$ cat src/hdl/assert_macros.svh
// Assertion macros used by the pileup counter controller RTL.
// Depends on clk_i and rst_ni in the including module.
`ifndef ASSERT_MACROS_SVH
`define ASSERT_MACROS_SVH
`define PBC_ASSERT(lbl, prop) \
  lbl: assert property (@(posedge clk_i) disable iff (!rst_ni) prop) \
    else $error("assertion failed");
`define PBC_ASSERT_NEXT(lbl, a, b) \
  lbl: assert property (@(posedge clk_i) disable iff (!rst_ni) (a) |=> (b)) \
    else $error("assertion failed");
`endif

$ cat src/hdl/pbc_pkg.sv
// Package for the pileup base counter: sizes, codes, control structs.
// No dependencies.
`timescale 1ns / 1ps
package pbc_pkg;
  localparam int POSITIONS = 65536;
  localparam int POS_BITS = $clog2(POSITIONS);
  localparam int COUNT_BITS = 16;
  localparam int WORD_BITS = 4 * COUNT_BITS;
  localparam int LIM_W = (POS_BITS + 1 > 17) ? POS_BITS + 1 : 17;

  localparam logic [1:0] OP_ADD = 2'd0;
  localparam logic [1:0] OP_CLEAR = 2'd1;
  localparam logic [1:0] OP_FINISH = 2'd2;

  localparam logic [1:0] REG_CHROM = 2'd0;
  localparam logic [1:0] REG_BIS = 2'd1;

  localparam logic [2:0] BASE_A = 3'd0;
  localparam logic [2:0] BASE_C = 3'd1;
  localparam logic [2:0] BASE_G = 3'd2;
  localparam logic [2:0] BASE_T = 3'd3;
  localparam logic [2:0] BASE_N = 3'd4;
  localparam logic [2:0] BASE_DEL = 3'd5;
  localparam logic [2:0] CLASS_DEL = 3'd4;

  typedef struct packed {
    logic capture;
    logic clr_init;
    logic clr_wr;
    logic add_rd;
    logic add_wr;
    logic err_emit;
    logic fin_init;
    logic fin_rd;
    logic rep_step;
  } cmd_t;

  typedef struct packed {
    logic clr_done;
    logic add_err;
    logic add_cnt;
    logic fin_empty;
    logic fin_done;
    logic pipe_busy;
    logic rep_last;
  } stat_t;
endpackage

$ cat src/hdl/pbc_ctrl.sv
// Controller FSM of the pileup base counter.
// Depends on pbc_pkg and assert_macros.svh.
`timescale 1ns / 1ps
`include "assert_macros.svh"
module pbc_ctrl
  import pbc_pkg::*;
(
  input  logic       clk_i,
  input  logic       rst_ni,
  input  logic       start_i,
  input  logic [1:0] operation_i,
  input  stat_t      stat_i,
  output cmd_t       cmd_o,
  output logic       busy_o
);
  localparam logic [2:0] ST_IDLE = 3'd0;
  localparam logic [2:0] ST_CLR = 3'd1;
  localparam logic [2:0] ST_CHK = 3'd2;
  localparam logic [2:0] ST_WR = 3'd3;
  localparam logic [2:0] ST_FIN = 3'd4;
  localparam logic [2:0] ST_DRAIN = 3'd5;
  localparam logic [2:0] ST_REP = 3'd6;

  logic [2:0] state_q, state_d;

  always_ff @(posedge clk_i or negedge rst_ni) begin
    if (!rst_ni) begin
      state_q <= ST_CLR;
    end else begin
      state_q <= state_d;
    end
  end

  always_comb begin
    state_d = state_q;
    cmd_o = '0;
    case (state_q)
      ST_IDLE: begin
        if (start_i) begin
          cmd_o.capture = 1'b1;
          case (operation_i)
            OP_ADD: state_d = ST_CHK;
            OP_CLEAR: begin
              cmd_o.clr_init = 1'b1;
              state_d = ST_CLR;
            end
            OP_FINISH: begin
              cmd_o.fin_init = 1'b1;
              state_d = stat_i.fin_empty ? ST_REP : ST_FIN;
            end
            default: state_d = ST_IDLE;
          endcase
        end
      end
      ST_CLR: begin
        cmd_o.clr_wr = 1'b1;
        if (stat_i.clr_done) state_d = ST_IDLE;
      end
      ST_CHK: begin
        if (stat_i.add_err) begin
          cmd_o.err_emit = 1'b1;
          state_d = ST_IDLE;
        end else if (stat_i.add_cnt) begin
          cmd_o.add_rd = 1'b1;
          state_d = ST_WR;
        end else begin
          state_d = ST_IDLE;
        end
      end
      ST_WR: begin
        cmd_o.add_wr = 1'b1;
        state_d = ST_IDLE;
      end
      ST_FIN: begin
        cmd_o.fin_rd = 1'b1;
        if (stat_i.fin_done) state_d = ST_DRAIN;
      end
      ST_DRAIN: begin
        if (!stat_i.pipe_busy) state_d = ST_REP;
      end
      ST_REP: begin
        cmd_o.rep_step = 1'b1;
        if (stat_i.rep_last) state_d = ST_IDLE;
      end
      default: state_d = ST_IDLE;
    endcase
  end

  assign busy_o = (state_q != ST_IDLE);

  `PBC_ASSERT_NEXT(a_rep_ends, state_q == ST_REP && stat_i.rep_last, state_q == ST_IDLE)
  `PBC_ASSERT_NEXT(a_clr_ends, state_q == ST_CLR && stat_i.clr_done, state_q == ST_IDLE)
  `PBC_ASSERT_NEXT(a_wr_after_rd, cmd_o.add_rd, cmd_o.add_wr)
  `PBC_ASSERT(a_no_rd_wr_mix, !(cmd_o.fin_rd && (cmd_o.add_wr || cmd_o.clr_wr)))
endmodule

$ cat config.mk
export PLATFORM = sky130hd
export DESIGN_NAME = pbc_ctrl
export DESIGN_NICKNAME = d
export VERILOG_FILES = /design/src/hdl/pbc_pkg.sv /design/src/hdl/pbc_ctrl.sv
export VERILOG_INCLUDE_DIRS = /design/src /design/src/hdl
export SDC_FILE = /design/constraint.sdc
export NUM_CORES = 1
export LEC_CHECK = 0
export BUFFER_PORTS_ARGS = -buffer_cell sky130_fd_sc_hd__buf_2
export CAP_MARGIN = 20
export CORE_AREA = 2 2 39 41
export DETAILED_ROUTE_END_ITERATION = 16
export DIE_AREA = 0 0 41 43
export SETUP_SLACK_MARGIN = 0.1
export SLEW_MARGIN = 15
export SYNTH_ARGS = -nofsm -noshare
export SYNTH_HDL_FRONTEND = slang
export SYNTH_SLANG_ARGS = --single-unit
$ cat constraint.sdc
create_clock -name clk_i -period 2.26 [get_ports clk_i]
set_input_delay 0.452 -clock clk_i [delete_from_list [all_inputs] [get_ports clk_i]]
set_output_delay 0.452 -clock clk_i [all_outputs]
set_load 0.02 [all_outputs]
==> impl_metrics.xml <==
<?xml version="1.0" encoding="UTF-8"?>
<metrics>
  <group name="run_status">
    <metric name="outcome" unit="">completed</metric>
  </group>
  <group name="worst_hold_path">
    <metric name="hp-class" unit="">primary input to flop</metric>
    <metric name="whs_path_depth" unit="">2</metric>
  </group>
  <group name="yosys">
    <metric name="asyncSetResetFlopFracSynth" unit="%">100.0</metric>
    <metric name="synth_edf_count" unit="">0</metric>
    <metric name="synthDominantAreaCellType" unit="">dfrtp_1</metric>
    <metric name="synth_most_common_cell" unit="">inv_1</metric>
    <metric name="synth_fp_nets" unit="">54</metric>
    <metric name="share_of_the_yosys_chip_area_belonging_to_registers" unit="%">23.37</metric>
    <metric name="synthesis_stage_register_bit_count" unit="">3</metric>
    <metric name="synth_top_cell_area_share" unit="%">15.33</metric>
    <metric name="syn-cell-area" unit="um2">326.6</metric>
    <metric name="post_synth_most_frequent_cells" unit="">inv_1 (6), nand2_1 (4), nor2_1 (4)</metric>
    <metric name="yosysUniqueCellTypes" unit="">28</metric>
    <metric name="synth_cells" unit="">42</metric>
    <metric name="commonest_register_cell_after_synthesis" unit="">dfrtp_1</metric>
    <metric name="synthesis.area_per_instance" unit="um2">7.775</metric>
    <metric name="yosysWarnings" unit="">0</metric>
    <metric name="leading_cell_types_by_total_area_after_synthesis" unit="">dfrtp_1 (15%), dfstp_2 (8.0%), inv_1 (6.9%)</metric>
  </group>
  <group name="layout">
    <metric name="biggestRegsByFlops" unit="">state_q (3)</metric>
    <metric name="area_growth" unit="%">44.44</metric>
    <metric name="instances_no_fill" unit="">82</metric>
    <metric name="largest_register_ff_count" unit="">3</metric>
    <metric name="drive_above_1_share" unit="%">43.94</metric>
    <metric name="n_antenna_cell" unit="">0</metric>
    <metric name="regMostFlops" unit="">state_q</metric>
    <metric name="finalNetCount" unit="">79</metric>
    <metric name="layout.cell_area.non_filler" unit="um2">471.7</metric>
    <metric name="final_core_utilization" unit="%">34.09</metric>
  </group>
  <group name="critical_path">
    <metric name="critical_path_depth" unit="">5</metric>
    <metric name="endpoint_class_of_the_critical_path" unit="">primary output</metric>
    <metric name="path_delay_family" unit="">simple AND/OR/NAND/NOR gates</metric>
    <metric name="worst_path_max_delay_cell" unit="">dfrtp_1</metric>
    <metric name="timing.critical_path.fanout_max" unit="">12</metric>
    <metric name="crit_chain" unit="">nor2_1, nand3_1, inv_1, and3_1, buf_2</metric>
    <metric name="slowest_delay" unit="ps">490</metric>
    <metric name="reg2reg_depth" unit="">4</metric>
    <metric name="worst-endpoint-required" unit="ps">1810</metric>
    <metric name="worstSetupPathType" unit="">flop to primary output</metric>
    <metric name="timing.critical_path.buf_inv" unit="">2</metric>
    <metric name="setup.worst_path.start_class" unit="">flop</metric>
    <metric name="worstPathArrival" unit="ps">1490</metric>
  </group>
  <group name="placed_design">
    <metric name="pre_cts_ws" unit="ps">566.8</metric>
    <metric name="place.gp.congestion" unit="">0.7173</metric>
    <metric name="dpl.hpwl" unit="um">632</metric>
    <metric name="dpl.cell_count" unit="">77</metric>
    <metric name="portBuffers" unit="">21</metric>
    <metric name="dpl-instance-area" unit="um2">435.4</metric>
  </group>
  <group name="floorplanning">
    <metric name="initial_cell_density_of_the_core" unit="%">23.60</metric>
    <metric name="die_area" unit="um2">1763</metric>
    <metric name="dieHeight" unit="um">43</metric>
    <metric name="ioPinCount" unit="">22</metric>
    <metric name="die-width" unit="um">41</metric>
    <metric name="row_count" unit="">14</metric>
    <metric name="coreArea" unit="um2">1384</metric>
  </group>
  <group name="route">
    <metric name="wl_per_cell" unit="um">10.28</metric>
    <metric name="dr.first_iter.drc_count" unit="">4</metric>
    <metric name="drt-vias-per-instance" unit="">4.829</metric>
    <metric name="detailroute.via_count" unit="">396</metric>
    <metric name="drtAntennaViolNets" unit="">0</metric>
    <metric name="route.final.wire_length" unit="um">843</metric>
    <metric name="first_pass_iters" unit="">4</metric>
    <metric name="drcViolationCount" unit="">0</metric>
  </group>
  <group name="power_and_ir_drop">
    <metric name="pwr_density_cell" unit="nW/um2">1192</metric>
    <metric name="power.ir.vdd_worst" unit="mV">0.3454</metric>
    <metric name="p_leak" unit="uW">0.0002583</metric>
  </group>
  <group name="clock_tree">
    <metric name="ctsResizeCount" unit="">0</metric>
    <metric name="post_cts.repair.setup_buffers" unit="">0</metric>
    <metric name="ctsLongestPathBuffers" unit="">2</metric>
    <metric name="cts_tree" unit="">done</metric>
    <metric name="cts.htree.levels" unit="">1</metric>
    <metric name="clock_sink_count" unit="">3</metric>
    <metric name="clk-insertion-delay-late" unit="ps">230</metric>
    <metric name="numCtsBuffers" unit="">3</metric>
    <metric name="clockRootBuffer" unit="">clkbuf_4</metric>
    <metric name="worst_setup_hold_path_clk_slew" unit="ps">40</metric>
    <metric name="post_cts_hold_buffer_count" unit="">0</metric>
  </group>
  <group name="sta">
    <metric name="post-route-min-period" unit="ps">1937</metric>
    <metric name="setup_violations" unit="">0</metric>
    <metric name="finClkSkew" unit="ps">1.779</metric>
    <metric name="final.setup.worst_slack" unit="ps">322.9</metric>
    <metric name="hold_viol" unit="">0</metric>
    <metric name="max_clock_freq" unit="GHz">0.5162</metric>
    <metric name="report.final.slew_viol_count" unit="">0</metric>
    <metric name="setup_repair_after_global_routing_missed_its_margin" unit="">no</metric>
    <metric name="tns" unit="ps">0</metric>
    <metric name="relative_max_transition_margin" unit="%">75.33</metric>
    <metric name="final.period_utilization" unit="%">85.71</metric>
    <metric name="max_slew.worst_pin.slew" unit="ps">370.1</metric>
  </group>
  <group name="grt">
    <metric name="grt-ovfl-total" unit="">0</metric>
    <metric name="grt_first_pass_wirelength" unit="mm">1.290</metric>
    <metric name="total_global_routing_track_utilization" unit="%">10.83</metric>
    <metric name="largest_net_degree_at_the_start_of_global_routing" unit="">13</metric>
    <metric name="first_global_vias" unit="">331</metric>
    <metric name="grt_antenna_before_repair" unit="">0</metric>
  </group>
  <group name="job">
    <metric name="max_cap_violations" unit="">0</metric>
  </group>
</metrics>
[per-layer routing]
layer	vias to the layer above	routed length, um	global-route usage [%]
li1	199	-	-
met1	178	364	13.78
met2	17	421	14.69
met3	2	55	1.571
met4	0	3	10.00
met5	-	0	0
[area by class of cell]
type	instances	area, um2
Multi-Input combinational cell	31	211.5
Inverter	6	22.52
Sequential cell	3	76.32
Tap cell	16	20.02
Timing Repair Buffer	22	115.1
Clock buffer	4	26.28
Fill cell	151	912.1
[report_power, final]
| part | total [uW] | switching, uW | internal, uW |
|---|---|---|---|
| registers | 149 | 63.6 | 85.2 |
| logic | 319 | 178 | 141 |
| clock network | 94.7 | 28.5 | 66.2 |
| total | 562 | 270 | 292 |
[per-stage QoR]
stage	hold WS (ps)	total power, uW
2_1_floorplan	156.4	394.0
3_3_place_gp	248.7	468.6
3_5_place_dp	250.9	467.1
4_1_cts	1.432	569.3
5_1_grt	445.6	617.6
6_report	431.4	562.4
[path summary, 6_finish.rpt]
path | from | endpoint | slack, ps
max in group asynchronous | rst_ni | state_q[0] | 1530
worst max register to register | state_q[0] | state_q[1] | 830
worst min-delay path | stat_i[0] | state_q[1] | 430
min in group asynchronous | rst_ni | state_q[1] | 540
worst max-delay path | state_q[2] | cmd_o[2] | 320
worst min register to register | state_q[0] | state_q[0] | 600
[cells in the final DEF (no fill, tap or decap), types with 2 or more instances in the layout]
cell and count:
buf_2 21, inv_1 6, dfrtp_1 2, and3_1 2, nor2_1 4, nand2_1 4, nand3_1 2, clkbuf_4 3
[cells by family after synthesis]
| group | after synthesis | share of synthesized area, % |
|---|---|---|
| DFF | 3 | 23.37 |
| AOI/OAI and AO/OA | 11 | 26.82 |
| and+or+nand+nor | 18 | 30.27 |
| muxes | 2 | 7.662 |
| buffers and inverters | 8 | 11.88 |
Note: power is estimated with default switching activity, not from simulation.
